==> src/bsp_pkg.sv <==
`default_nettype none

package bsp_pkg;

    localparam int QUEUE_DEPTH = 2;
    localparam int QPTR_W      = 1;

    typedef enum logic [2:0] {
        OP_REQUEST     = 3'd0,
        OP_RELEASE     = 3'd1,
        OP_CREATE      = 3'd2,
        OP_DESTROY     = 3'd3,
        OP_GET         = 3'd4,
        OP_FRAME_RESET = 3'd5
    } op_t;

    typedef enum logic [1:0] {
        ST_OK        = 2'd0,
        ST_FULL      = 2'd1,
        ST_NOT_FOUND = 2'd2,
        ST_BAD       = 2'd3
    } status_t;

    typedef enum logic [2:0] {
        KIND_ALLOC,
        KIND_RELEASE,
        KIND_CREATE,
        KIND_DESTROY,
        KIND_GET,
        KIND_FRAME,
        KIND_BAD
    } kind_t;

    typedef struct packed {
        logic [2:0]  operation;
        logic [7:0]  slot_number;
        logic [31:0] cache_tag;
    } req_t;

    typedef struct packed {
        logic [7:0] granted_slot;
        status_t    status;
    } rsp_t;

    // Classified command handed from the front to the back.
    typedef struct packed {
        kind_t       kind;
        logic [7:0]  slot;
        logic [31:0] tag;
    } cmd_t;

    // Queue handshake between front and back.
    typedef struct packed {
        logic push;
        logic full;
    } qin_ctl_t;

    typedef struct packed {
        logic pop;
        logic avail;
    } qout_ctl_t;

endpackage

`default_nettype wire

==> src/bsp_front.sv <==
`default_nettype none

module bsp_front #(
    parameter int TRANSIENT_SLOTS = 32
) (
    input  wire logic           req_valid,
    output logic                req_stall,
    input  wire bsp_pkg::req_t  req_data,
    input  wire logic           queue_full,
    output bsp_pkg::qin_ctl_t   qin,
    output bsp_pkg::cmd_t       cmd
);

    localparam logic [7:0] SLOT_LIMIT = 8'(TRANSIENT_SLOTS);

    logic tag_zero;

    assign tag_zero  = (req_data.cache_tag == 32'd0);
    assign req_stall = queue_full;

    always_comb
    begin
        qin.push = req_valid && !queue_full;
        qin.full = queue_full;
    end

    // Range and zero-tag checks happen here so the back sees a clean kind.
    always_comb
    begin
        cmd.slot = req_data.slot_number;
        cmd.tag  = req_data.cache_tag;
        case (req_data.operation)
            bsp_pkg::OP_REQUEST:
                cmd.kind = bsp_pkg::KIND_ALLOC;
            bsp_pkg::OP_RELEASE:
                cmd.kind = (req_data.slot_number >= SLOT_LIMIT) ? bsp_pkg::KIND_BAD
                                                                : bsp_pkg::KIND_RELEASE;
            bsp_pkg::OP_CREATE:
                cmd.kind = tag_zero ? bsp_pkg::KIND_BAD : bsp_pkg::KIND_CREATE;
            bsp_pkg::OP_DESTROY:
                cmd.kind = tag_zero ? bsp_pkg::KIND_BAD : bsp_pkg::KIND_DESTROY;
            bsp_pkg::OP_GET:
                cmd.kind = tag_zero ? bsp_pkg::KIND_BAD : bsp_pkg::KIND_GET;
            bsp_pkg::OP_FRAME_RESET:
                cmd.kind = bsp_pkg::KIND_FRAME;
            default:
                cmd.kind = bsp_pkg::KIND_BAD;
        endcase
    end

endmodule

`default_nettype wire

==> src/bsp_queue.sv <==
`default_nettype none

module bsp_queue (
    input  wire logic               clk,
    input  wire logic               rst_n,
    input  wire bsp_pkg::qin_ctl_t  qin,
    input  wire bsp_pkg::cmd_t      push_cmd,
    input  wire logic               pop,
    output bsp_pkg::qout_ctl_t      qout,
    output logic                    full,
    output bsp_pkg::cmd_t           head_cmd
);

    localparam int CNT_W = $clog2(bsp_pkg::QUEUE_DEPTH + 1);

    bsp_pkg::cmd_t                 entry_reg [bsp_pkg::QUEUE_DEPTH];
    logic [bsp_pkg::QPTR_W-1:0]    wr_ptr_reg, wr_ptr_next;
    logic [bsp_pkg::QPTR_W-1:0]    rd_ptr_reg, rd_ptr_next;
    logic [CNT_W-1:0]              count_reg, count_next;
    logic                          do_push;
    logic                          do_pop;

    assign full     = (count_reg == CNT_W'(bsp_pkg::QUEUE_DEPTH));
    assign do_push  = qin.push && !qin.full;
    assign do_pop   = pop && (count_reg != '0);
    assign head_cmd = entry_reg[rd_ptr_reg];

    always_comb
    begin
        qout.avail  = (count_reg != '0);
        qout.pop    = do_pop;
        wr_ptr_next = do_push ? wr_ptr_reg + 1'b1 : wr_ptr_reg;
        rd_ptr_next = do_pop ? rd_ptr_reg + 1'b1 : rd_ptr_reg;
        count_next  = count_reg + CNT_W'(do_push) - CNT_W'(do_pop);
    end

    always_ff @(posedge clk or negedge rst_n)
    begin
        if (!rst_n)
        begin
            wr_ptr_reg <= '0;
            rd_ptr_reg <= '0;
            count_reg  <= '0;
        end
        else
        begin
            wr_ptr_reg <= wr_ptr_next;
            rd_ptr_reg <= rd_ptr_next;
            count_reg  <= count_next;
        end
    end

    always_ff @(posedge clk)
    begin
        if (do_push)
        begin
            entry_reg[wr_ptr_reg] <= push_cmd;
        end
    end

endmodule

`default_nettype wire

==> src/bsp_back.sv <==
`default_nettype none

module bsp_back #(
    parameter int TRANSIENT_SLOTS = 32,
    parameter int CACHED_SLOTS    = 16
) (
    input  wire logic                clk,
    input  wire logic                rst_n,
    input  wire bsp_pkg::qout_ctl_t  qout,
    input  wire bsp_pkg::cmd_t       head_cmd,
    output logic                     pop,
    output logic                     rsp_valid,
    input  wire logic                rsp_stall,
    output bsp_pkg::rsp_t            rsp_data
);

    localparam int TIDX_W = (TRANSIENT_SLOTS > 1) ? $clog2(TRANSIENT_SLOTS) : 1;
    localparam int CIDX_W = (CACHED_SLOTS > 1) ? $clog2(CACHED_SLOTS) : 1;

    logic [TRANSIENT_SLOTS-1:0] t_used_reg, t_used_next;
    logic [CACHED_SLOTS-1:0]    c_used_reg, c_used_next;
    logic [CACHED_SLOTS-1:0]    c_pend_reg, c_pend_next;
    logic [31:0]                tag_mem [CACHED_SLOTS];

    logic                       rsp_valid_reg, rsp_valid_next;
    bsp_pkg::rsp_t              rsp_data_reg, rsp_data_next;

    logic                       t_found, c_found, hit_any, tag_we;
    logic [TIDX_W-1:0]          t_free, rel_idx;
    logic [CIDX_W-1:0]          c_free, hit_idx;
    logic [CACHED_SLOTS-1:0]    hit_vec;
    bsp_pkg::rsp_t              result;

    assign pop     = qout.avail && (!rsp_valid_reg || !rsp_stall);
    assign rel_idx = head_cmd.slot[TIDX_W-1:0];

    // Lowest free transient and cached slots.
    always_comb
    begin
        t_found = 1'b0;
        t_free  = '0;
        for (int i = TRANSIENT_SLOTS - 1; i >= 0; i--)
        begin
            if (!t_used_reg[i])
            begin
                t_found = 1'b1;
                t_free  = TIDX_W'(i);
            end
        end
        c_found = 1'b0;
        c_free  = '0;
        for (int i = CACHED_SLOTS - 1; i >= 0; i--)
        begin
            if (!c_used_reg[i])
            begin
                c_found = 1'b1;
                c_free  = CIDX_W'(i);
            end
        end
    end

    // Tag lookup over used entries; tags are unique so any hit will do.
    always_comb
    begin
        hit_any = 1'b0;
        hit_idx = '0;
        for (int i = 0; i < CACHED_SLOTS; i++)
        begin
            hit_vec[i] = c_used_reg[i] && (tag_mem[i] == head_cmd.tag);
        end
        for (int i = CACHED_SLOTS - 1; i >= 0; i--)
        begin
            if (hit_vec[i])
            begin
                hit_any = 1'b1;
                hit_idx = CIDX_W'(i);
            end
        end
    end

    always_comb
    begin
        t_used_next         = t_used_reg;
        c_used_next         = c_used_reg;
        c_pend_next         = c_pend_reg;
        tag_we              = 1'b0;
        result.granted_slot = '0;
        result.status       = bsp_pkg::ST_OK;
        case (head_cmd.kind)
            bsp_pkg::KIND_ALLOC:
                if (!t_found)
                begin
                    result.status = bsp_pkg::ST_FULL;
                end
                else
                begin
                    t_used_next[t_free] = 1'b1;
                    result.granted_slot = 8'(t_free);
                end
            bsp_pkg::KIND_RELEASE:
                if (!t_used_reg[rel_idx])
                begin
                    result.status = bsp_pkg::ST_BAD;
                end
                else
                begin
                    t_used_next[rel_idx] = 1'b0;
                end
            bsp_pkg::KIND_CREATE:
                if (hit_any)
                begin
                    result.status = bsp_pkg::ST_BAD;
                end
                else if (!c_found)
                begin
                    result.status = bsp_pkg::ST_FULL;
                end
                else
                begin
                    c_used_next[c_free] = 1'b1;
                    c_pend_next[c_free] = 1'b0;
                    tag_we              = 1'b1;
                    result.granted_slot = 8'(c_free);
                end
            bsp_pkg::KIND_DESTROY,
            bsp_pkg::KIND_GET:
                if (!hit_any)
                begin
                    result.status = bsp_pkg::ST_NOT_FOUND;
                end
                else
                begin
                    if (head_cmd.kind == bsp_pkg::KIND_DESTROY)
                    begin
                        c_pend_next[hit_idx] = 1'b1;
                    end
                    result.granted_slot = 8'(hit_idx);
                end
            bsp_pkg::KIND_FRAME:
            begin
                t_used_next = '0;
                c_used_next = c_used_reg & ~c_pend_reg;
                c_pend_next = '0;
            end
            default:
                result.status = bsp_pkg::ST_BAD;
        endcase
    end

    always_comb
    begin
        if (qout.pop)
        begin
            rsp_valid_next = 1'b1;
            rsp_data_next  = result;
        end
        else
        begin
            rsp_valid_next = rsp_valid_reg && rsp_stall;
            rsp_data_next  = rsp_data_reg;
        end
    end

    always_ff @(posedge clk or negedge rst_n)
    begin
        if (!rst_n)
        begin
            t_used_reg    <= '0;
            c_used_reg    <= '0;
            c_pend_reg    <= '0;
            rsp_valid_reg <= 1'b0;
        end
        else
        begin
            if (qout.pop)
            begin
                t_used_reg <= t_used_next;
                c_used_reg <= c_used_next;
                c_pend_reg <= c_pend_next;
            end
            rsp_valid_reg <= rsp_valid_next;
        end
    end

    always_ff @(posedge clk)
    begin
        rsp_data_reg <= rsp_data_next;
        if (qout.pop && tag_we)
        begin
            tag_mem[c_free] <= head_cmd.tag;
        end
    end

    assign rsp_valid = rsp_valid_reg;
    assign rsp_data  = rsp_data_reg;

endmodule

`default_nettype wire

==> src/buffer_slot_pool_with_tagged_cache.sv <==
// Channel   Signals                          Direction  Carries
// --------  -------------------------------  ---------  ---------------------------------
// request   req_valid, req_stall, req_data   in         operation, slot_number, cache_tag
// response  rsp_valid, rsp_stall, rsp_data   out        granted_slot, status
//
// Flow: an accepted request is queued, then the back executes it and registers the
//   response; while rsp_stall is low it executes one command per cycle (tag compare,
//   lowest-free encode and pool update in a single step), so the sustained rate is one
//   request per cycle.
// Reset: rst_n clears every pool and the queue at once; the tag store needs no clearing.
// Stalls: rsp_stall holds the response register; the two-entry queue then fills and
//   req_stall rises until the back drains it.
`default_nettype none

module buffer_slot_pool_with_tagged_cache #(
    parameter int TRANSIENT_SLOTS = 32,
    parameter int CACHED_SLOTS    = 16
) (
    input  wire logic           clk,
    input  wire logic           rst_n,
    input  wire logic           req_valid,
    output logic                req_stall,
    input  wire bsp_pkg::req_t  req_data,
    output logic                rsp_valid,
    input  wire logic           rsp_stall,
    output bsp_pkg::rsp_t       rsp_data
);

    bsp_pkg::qin_ctl_t   qin;
    bsp_pkg::qout_ctl_t  qout;
    bsp_pkg::cmd_t       push_cmd;
    bsp_pkg::cmd_t       head_cmd;
    logic                queue_full;
    logic                pop;

    // Front: accept a request and classify it, flagging bad slots and zero tags.
    bsp_front #(
        .TRANSIENT_SLOTS (TRANSIENT_SLOTS)
    ) u_front (
        .req_valid  (req_valid),
        .req_stall  (req_stall),
        .req_data   (req_data),
        .queue_full (queue_full),
        .qin        (qin),
        .cmd        (push_cmd)
    );

    // Queue: hold up to two classified commands so either side may stall alone.
    bsp_queue u_queue (
        .clk      (clk),
        .rst_n    (rst_n),
        .qin      (qin),
        .push_cmd (push_cmd),
        .pop      (pop),
        .qout     (qout),
        .full     (queue_full),
        .head_cmd (head_cmd)
    );

    // Back: execute against the pools and register the response.
    bsp_back #(
        .TRANSIENT_SLOTS (TRANSIENT_SLOTS),
        .CACHED_SLOTS    (CACHED_SLOTS)
    ) u_back (
        .clk       (clk),
        .rst_n     (rst_n),
        .qout      (qout),
        .head_cmd  (head_cmd),
        .pop       (pop),
        .rsp_valid (rsp_valid),
        .rsp_stall (rsp_stall),
        .rsp_data  (rsp_data)
    );

endmodule

`default_nettype wire

==> config.mk <==
export PLATFORM = sky130hd
export DESIGN_NAME = buffer_slot_pool_with_tagged_cache
export DESIGN_NICKNAME = d
export VERILOG_FILES = /design/src/bsp_pkg.sv /design/src/bsp_front.sv /design/src/bsp_queue.sv /design/src/bsp_back.sv /design/src/buffer_slot_pool_with_tagged_cache.sv
export SDC_FILE = /design/constraint.sdc
export NUM_CORES = 1
export LEC_CHECK = 0
export BUFFER_PORTS_ARGS = -buffer_cell sky130_fd_sc_hd__buf_4
export CELL_PAD_IN_SITES_DETAIL_PLACEMENT = 0
export CELL_PAD_IN_SITES_GLOBAL_PLACEMENT = 2
export CORE_UTILIZATION = 46
export CTS_CLUSTER_DIAMETER = 80
export DETAILED_ROUTE_END_ITERATION = 16
export GPL_TIMING_DRIVEN = 0
export HOLD_SLACK_MARGIN = 0.12
export PLACE_DENSITY = 0.87
export SLEW_MARGIN = 30
export SYNTH_ARGS = -nofsm -noshare
export SYNTH_HDL_FRONTEND = slang
export SYNTH_HIERARCHICAL = 1
export SYNTH_SLANG_ARGS = --single-unit
==> constraint.sdc <==
create_clock -name clk -period 5.9 [get_ports clk]
set_clock_uncertainty 0.05 [all_clocks]
set_input_delay 0.295 -clock clk [delete_from_list [all_inputs] [get_ports clk]]
set_output_delay 0.295 -clock clk [all_outputs]
set_load 0.05 [all_outputs]
# == Yosys cells after proc, flatten, opt, wreduce, memory -nomap -nowiden ==
# Memory sizes are Yosys's and may differ from the RTL's.
# Index checks and enable logic that the tools add are counted.
# classes
n_reduce_logical,41
n_lt_le_gt_ge,9
addsub,4
n_mux,173
eq_ne,33
bitwise,9
# ops
op,n
$eq A32 B32 Y1,16
$mux W5,33
$mux W4,34
$mux W16,6
$pmux W32 S3,1
$mux W1,79
$mux W32,2
$pmux W16 S3,1
$and A16 B16 Y16,2
$and A32 B32 Y32,1
$logic_not A32 Y1,1
$not A16 Y16,2
$not A32 Y32,1
$or A16 B16 Y16,2
$or A32 B32 Y32,1
$pmux W16 S2,1
$logic_and A1 B1 Y1,26
$pmux W8 S3,1
$pmux W3 S6,1
$eq A3 B2 Y1 const B,4
$eq A3 B3 Y1 const B,4
$lt A5 B6 Y1 const B,2
$demux W1 S5,2
$ge A5 B1 Y1 const B,2
other kinds (24),44
# totals
ramBits,598
wordCells,280
out_inout_bits,12
reg_bits,79
mem_count,2
# memory_table
memory,words,word_bits,read_ports,rd_clocked_by_memory_dff,write_ports,line_no,text
u_back.tag_mem,16,32,16,0,1,bsp_back.sv:23,logic [31:0] tag_mem [CACHED_SLOTS];
u_queue.entry_reg,2,43,1,0,1,bsp_queue.sv:16,bsp_pkg::cmd_t entry_reg [bsp_pkg::QUEUE_DEPTH];

# == Logic depth before layout (Yosys ltp) ==
# Gate-level depths: netlist (run 1).
# logic_depth
ltp_word,39
ltp_mapped,15
mapped_depth_nobuf,10

# == Modules after synthesis ==
# Netlist (run 1), hierarchy kept.
# by_module_without_submodules
mod,instances,area_per_inst_um2,cells_each,seq_area_each_um2
bsp_back,1,27659.0,2069,17211.5
bsp_queue,1,3367.0,160,2682.6
bsp_front,1,456.7,63,0.0

# == Worst setup path before layout (run 1) ==
# No wires, ideal clock.
# synth_path
path_kind,reg-to-reg
startpoint,register u_queue.rd_ptr_reg
endpoint,memory u_back.tag_mem[7][0] (enable)
stages_incl_launch_ff,16
path_buffers,5
period_less_slack_ns,4.789
setup_slack_ns,1.111
arrival_time_ns,4.318
path_cell_list,dfrtp_1 -> buf_2 -> buf_6 -> mux2_2 -> buf_4 -> buf_4 -> xor2_1 -> nor4_1 -> nand3b_1 -> or3_1 -> nand4_1 -> nor4_4 -> and2_1 -> buf_6 -> nand2_1 -> nor2_1
# synth_rtl
item,line_no,text
from (decl),bsp_queue.sv:18,"logic [bsp_pkg::QPTR_W-1:0] rd_ptr_reg, rd_ptr_next;"
from (signal assigned),bsp_queue.sv:48,rd_ptr_reg <= rd_ptr_next;
to (decl),bsp_back.sv:23,

==> summary.txt, run 1 <==
Power
  – Combinational Power Share: 0.392
  – Seq pwr share: 0.348
  – PD cells: about 480 mW/mm²
  – Power Internal: approximately 10 mW
  – P_leak: roughly 12 nW
  – Sw Share: 0.401
  – VDD IR max: between 0.3 and 0.4 mV
  – P_sw: between 7 and 8 mW
  – Power share of the clock group: 0.260

Clock tree
  – CTS HTree Levels: 3
  – Total CTS buffers: 71
  – Root Driver: clkbuf_16
  – Clock transition at path regs: approximately 0.060 ns
  – CTS tree: built
  – Clk buf depth: 3
  – Clk sinks: around 670
  – Clk_lat worst skew: approximately 0.64 ns

Detailed routing
  – WL final: 104000 µm
  – Initial DRT Pass Iterations: 7
  – # DRC: 0
  – Drt wl/cell: 30.4 µm
  – Iteration-0 DRC Markers: between 2000 and 3000
  – Vias per cell: 6.30
  – DR vias: 21500
  – Post-route ant nets: 0

Worst setup path
  – Worst Setup Path Type: reg -> reg
  – Worst setup EP type: flip-flop
  – Worst endpoint data arrival time: between 6 and 7 ns
  – CP startpoint kind: flip-flop
  – Crit path max fanout: 26
  – CP Data Required Time: about 6 ns

Global route
  – Global-route wire length before repair: approximately 150000 µm
  – Vias in the first global route: slightly above 20000
  – Largest net degree at the start of global routing: 70
  – All-layer global routing usage: 0.298
  – GRT overflow: 0
  – Initial antenna violation count: 4

Synth
  – Yosys warnings: 6
  – Post-Synthesis Cell Area: about 0.031 mm²
  – Syn Inst Count: about 2300
  – Avg Cell Area, Syn: between 10 and 15 µm²

Die
  – I/O pin cnt: 59
  – Core area: roughly 0.067 mm²
  – Die Wd: 263 µm
  – Initial Util: 0.465
  – Die height: about 260 µm
  – Die area: 0.0690 mm²
  – Cell Rows: 95

Finish
  – Cell Count, Final, Fillers Out: approximately 3400
  – Final Core Density: 0.540
  – Layout cells sized above 1: 0.156
  – Area grow syn2layout: 16.0%
  – Final-stage net count: between 2000 and 3000
  – Max reg flops: a little over 500
  – Fillcell total: approximately 5400

Placed design
  – Worst slack at placement: -0.127 ns
  – Global placement routability congestion: ~0.95
  – Port Buffers: 50
  – Detailed Place HPWL: around 64000 µm
  – Placed cells: between 3000 and 4000

Job
  – Number of max-cap violations: 0

STA
  – Unrepaired setup endpoints after global routing: false
  – Final worst setup slack: 0.0383 ns
  – Final Hold Fails: 0
  – Max Clock Freq: ~170 MHz
  – Max-Slew Margin vs Limit: 0.348
  – Worst-Margin Slew: 0.978 ns
  – Final-report setup violation count: 0
  – Minimum clock period after layout: 5.86 ns
  – Max-slew violations: 0
  – Period utilisation layout: 0.994

Hold path
  – Min-delay worst type: in -> reg

Status
  – Status: completed
-- worst paths after layout --
check	depth (start not counted)	endpoint	startpoint	slack, ns
max	16	u_back/tag_mem[1][25]$_DFFE_PP_	u_queue/rd_ptr_reg$_DFFE_PN0P_	0.04
max in group asynchronous	2	u_queue/wr_ptr_reg$_DFFE_PN0P_	rst_n	5.08
max reg2reg	16	u_back/tag_mem[1][25]$_DFFE_PP_	u_queue/rd_ptr_reg$_DFFE_PN0P_	0.04
min reg2reg	1	u_back/c_pend_reg[0]$_DFFE_PN0P_	u_back/c_pend_reg[0]$_DFFE_PN0P_	0.44
min	4	u_queue/entry_reg[0][40]$_DFFE_PP_	req_data[37]	0.18
min in group asynchronous	2	u_back/c_pend_reg[13]$_DFFE_PN0P_	rst_n	0.24
-- stage by stage --
| stage | TNS [ns] | cell area, µm² | total power [mW] | hold slack [ns] |
|---|---|---|---|---|
| 6_report | 0 | 36200 | 17.4 | 0.181 |
| 5_1_grt | 0 | 36200 | 17.9 | 0.201 |
| 4_1_cts | 0 | 36100 | 17.3 | 0.132 |
| 3_5_place_dp | -5.92 | 33300 | 12.7 | 0.427 |
| 3_3_place_gp | -486.81 | 32700 | 12.6 | 0.414 |
| 2_1_floorplan | 0 | 31300 | 9.95 | -0.0506 |
-- cell usage in the layout (no fill, tap or decap), types with 19 or more instances in the layout --
| master | n |
|---|---|
| nand3_1 | 36 |
| clkbuf_16 | 72 |
| edfxtp_1 | 599 |
| xor2_1 | 376 |
| nand4b_1 | 19 |
| inv_1 | 26 |
| a21oi_1 | 57 |
| buf_6 | 40 |
| nor4_1 | 165 |
| nand2_1 | 121 |
| dlygate4sd3_1 | 43 |
| mux2_2 | 35 |
| o21ai_0 | 57 |
| xnor2_1 | 135 |
| nor2_1 | 53 |
| dfrtp_1 | 69 |
| nor3_1 | 43 |
| buf_4 | 124 |
| nand4_1 | 81 |
| clkbuf_1 | 37 |
-- power by group through the flow --
stage | clock [mW] | sequential [mW] | combinational [mW]
global placement | 0 | 6.17 | 6.43
CTS | 4.58 | 6.07 | 6.64
global route | 4.75 | 6.09 | 7.02
detailed placement | 0 | 6.16 | 6.58
floorplan | 0 | 6.20 | 3.75
finish | 4.53 | 6.07 | 6.84
-- worst max-delay path: stages (launching register included) --
cell,delay (ns)
dfrtp_1,0.35
buf_2,0.17
buf_6,0.17
mux2_2,0.75
buf_2,0.45
buf_6,0.30
xor2_1,0.32
nor4_1,0.11
nand4b_1,0.11
or3_1,0.35
nand4_1,0.22
nor4_4,0.59
and2_1,0.22
buf_6,0.14
nand2_1,0.47
nor2_4,0.50
buf_16,0.23
-- routing by layer --
metal	vias to the layer above	GRT usage	share of wire
met5	-	0	0
met4	0	0.139	0.048
met3	280	0.0543	0.10
met2	1413	0.463	0.46
met1	10800	0.405	0.39
li1	8962	-	-
-- cell type report --
class / instances / area [µm²] / area share
antenna: 3 / 7.51 / 0.000207
buffer: 141 / 1090 / 0.0300
clock buffer: 87 / 1860 / 0.0513
clock inverter: 42 / 472 / 0.0130
inverter: 28 / 105 / 0.00290
multi-input combinational: 1445 / 10500 / 0.289
sequential: 668 / 19700 / 0.544
tap: 873 / 1090 / 0.0301
timing repair buffer: 126 / 1420 / 0.0393
-- repair_timing --
| action | CTS | global route |
|---|---|---|
| pin swaps | 5 | 4 |
| gates resized for setup | 1 | 5 |
| hold buffers | 43 | 0 |
| buffers inserted | 5 | 9 |
| setup endpoints to repair | 98 | 163 |
| endpoints found under the hold margin | 150 | 0 |
Note: power is estimated with default switching activity, not from simulation.
==> run 2: changes to the inputs <==
--- a/config.mk
+++ b/config.mk
@@ -13,6 +13,7 @@
 export DETAILED_ROUTE_END_ITERATION = 16
 export GPL_TIMING_DRIVEN = 0
 export HOLD_SLACK_MARGIN = 0.12
+export MAX_ROUTING_LAYER = met4
 export PLACE_DENSITY = 0.87
 export SLEW_MARGIN = 30
 export SYNTH_ARGS = -nofsm -noshare
==> run 2 against run 1 <==
Against the previous run:
- the flow now finishes with violations (setup timing)
- first-iteration DRC count down 3.4%
- worst hold slack gained 0.0014 ns
- critical path depth unchanged
- routed wire length up 0.76%
- register-to-register slack worse by 0.05 ns
- non-clock buffer count is 4 higher
- final area is 0.14% higher
- critical endpoint is now u_back/tag_mem[0][29]$_DFFE_PP_
- largest cell class unchanged
==> summary.txt, run 2 (same netlist as run 1, synthesis figures left out) <==
Worst setup path
  – CP peak stage delay: approximately 0.73 ns
  – RR Endpoint: u_back/tag_mem[0][29]$_DFFE_PP_
  – Worst r2r src: u_queue/rd_ptr_reg$_DFFE_PN0P_
  – Worst setup EP type: flip-flop
  – Cell mode on critical path: nand4_1
  – Crit-path leading delay family: simple AND/OR/NAND/NOR gates
  – Crit path max fanout: 25
  – Slowest cell on the critical path: mux2_2
  – CP startpoint kind: flip-flop
  – Worst Setup Path Type: reg -> reg
  – Buf/Inv on CP: 6
  – Crit path cell chain: buf_2 > buf_6 > mux2_2 > buf_2 > buf_4 > xnor2_1 > nand4_1 > nor4_1 > nand4_1 > nand4_1 > nor4_4 > and2_1 > buf_6 > nand2_1 > nor2_4 > buf_16
  – Reg2Reg Depth: 16
  – CP Data Required Time: about 6 ns
  – Worst endpoint data arrival time: slightly above 6 ns
  – Reg2Reg Setup Slack: -0.01 ns

Hold path
  – Min-delay worst type: in -> reg
  – Worst hold path startpoint: req_data[37]
  – Hold Crit Endpoint: u_queue/entry_reg[1][40]$_DFFE_PP_
  – Hold path depth: 4

Die
  – Core area: around 0.067 mm²
  – Die height: between 200 and 300 µm
  – Cell Rows: 95
  – I/O pin cnt: between 50 and 60
  – Initial Util: 0.465
  – Die Wd: approximately 260 µm
  – Die area: ~0.07 mm²

Clock tree
  – Total CTS buffers: 72
  – Clk sinks: 668
  – Clock transition at path regs: approximately 0.060 ns
  – Clk_lat worst skew: around 0.63 ns
  – Clk buf depth: 3
  – CTS HTree Levels: 3
  – CTS tree: built
  – Root Driver: clkbuf_16

STA
  – Minimum clock period after layout: 5.91 ns
  – Final-report setup violation count: 23
  – Max-Slew Margin vs Limit: 0.336
  – Max Clock Freq: between 150 and 200 MHz
  – Final Hold Fails: 0
  – Fin Hold WS: approximately 0.18 ns
  – Worst-Margin Slew: between 0.9 and 1 ns
  – Final worst setup slack: -0.0140 ns
  – Period utilisation layout: 1.00
  – Max-slew violations: 0
  – Unrepaired setup endpoints after global routing: false

Power
  – P_leak: between 10 and 15 nW
  – Tot Pwr: between 15 and 20 mW
  – VDD IR max: 0.401 mV
  – PD cells: 480 mW/mm²

Status
  – Status: finished with violations
  – Violated checks: setup timing

Job
  – Number of max-cap violations: 0

Detailed routing
  – Initial DRT Pass Iterations: 5
  – Metal-1 WL: 41100 µm
  – Met2 wire len: just under 50000 µm
  – Uppermost layer routed: met4
  – Post-route ant nets: 0
  – Vias per cell: 6.21
  – DR vias: between 20000 and 25000
  – Drt wl/cell: 30.5 µm
  – Iteration-0 DRC Markers: between 2000 and 3000
  – Metal3 WL: 10800 µm
  – WL final: around 100000 µm
  – # DRC: 0

Global route
  – Largest net degree at the start of global routing: 70
  – GRT overflow: 0
  – Initial antenna violation count: 8
  – Vias in the first global route: ~20000
  – Global-route wire length before repair: 146000 µm
  – All-layer global routing usage: 0.310

Finish
  – Final design area excluding fillers: roughly 0.036 mm²
  – Final Core Density: 0.540
  – Layout cells sized above 1: 0.158
  – Leading cell type in the layout, fill and taps excluded: edfxtp_1
  – Area grow syn2layout: 16.2%
  – Final-stage net count: 2534
  – Max reg flops: between 500 and 600
  – Commonest non-fill, non-tap cells in the layout: edfxtp_1 (599), xor2_1 (376), nor4_1 (165)

Placed design
  – Detailed Place HPWL: 64100 µm
  – Port Buffers: 50
  – Cell area after placement: 0.0333 mm²
  – Global placement routability congestion: 0.944
## run 2: per-layer routing
layer / track usage / vias up
met5: - / -
met3: 0.0570 / 255
met4: 0.130 / 0
li1: - / 8978
met1: 0.410 / 10700
met2: 0.470 / 1328
## run 2: worst reg2reg max path: cells and delay by family (launching register included)
kind          cells  cell delay, ns
mux               1            0.73
buf+inv           6            1.64
xor+xnor          1            0.18
simple gates      8            2.65
flops             1            0.35
## run 2: how the worst max path moves through the flow
stage / start / endpoint / slack (ns) / cells past startpoint
finish: u_queue/rd_ptr_reg$_DFFE_PN0P_ / u_back/tag_mem[0][29]$_DFFE_PP_ / -0.01 / 16
floorplan: u_queue/rd_ptr_reg$_DFFE_PN0P_ / u_back/tag_mem[7][0]$_DFFE_PP_ / 1.14 / 15
global route: u_queue/rd_ptr_reg$_DFFE_PN0P_ / u_back/tag_mem[0][24]$_DFFE_PP_ / 0.02 / 15
global placement: u_queue/rd_ptr_reg$_DFFE_PN0P_ / u_back/tag_mem[8][21]$_DFFE_PP_ / -1.29 / 15
detailed placement: u_queue/rd_ptr_reg$_DFFE_PN0P_ / u_back/tag_mem[9][28]$_DFFE_PP_ / -0.17 / 16
CTS: u_queue/rd_ptr_reg$_DFFE_PN0P_ / u_back/tag_mem[7][4]$_DFFE_PP_ / 0.02 / 16
## run 2: cell type report
type | instances | area (µm²)
timing repair buffer | 130 | 1480
tap | 873 | 1090
clock buffer | 92 | 1950
buffer | 141 | 1090
inverter | 28 | 105
antenna | 6 | 15.0
multi-input combinational | 1445 | 10500
sequential | 668 | 19700
clock inverter | 38 | 358
fill | 5427 | 30900
## run 2: power by group
part           internal, mW  switching, mW
logic                  1.85           5.03
registers              5.93          0.136
clock network          2.60           1.87
total                  10.4           7.04
## run 2: per-stage QoR
stage | setup slack [ns] | std cells | TNS [ns]
2_1_floorplan | 1.14 | 2282 | 0
6_report | -0.0140 | 3421 | -0.218
5_1_grt | 0.0233 | 3416 | 0
3_5_place_dp | -0.167 | 3223 | -11.75
4_1_cts | 0.0194 | 3405 | 0
3_3_place_gp | -1.29 | 3205 | -481.80
## run 2: what timing repair did
action / 4_1_cts / 5_1_grt
cloned: 0 / 0
pin swaps: 5 / 3
resized for setup: 2 / 4
setup buffers: 9 / 10
hold buffers: 43 / 0
setup endpoints to repair: 182 / 111
endpoints found under the hold margin: 150 / 0
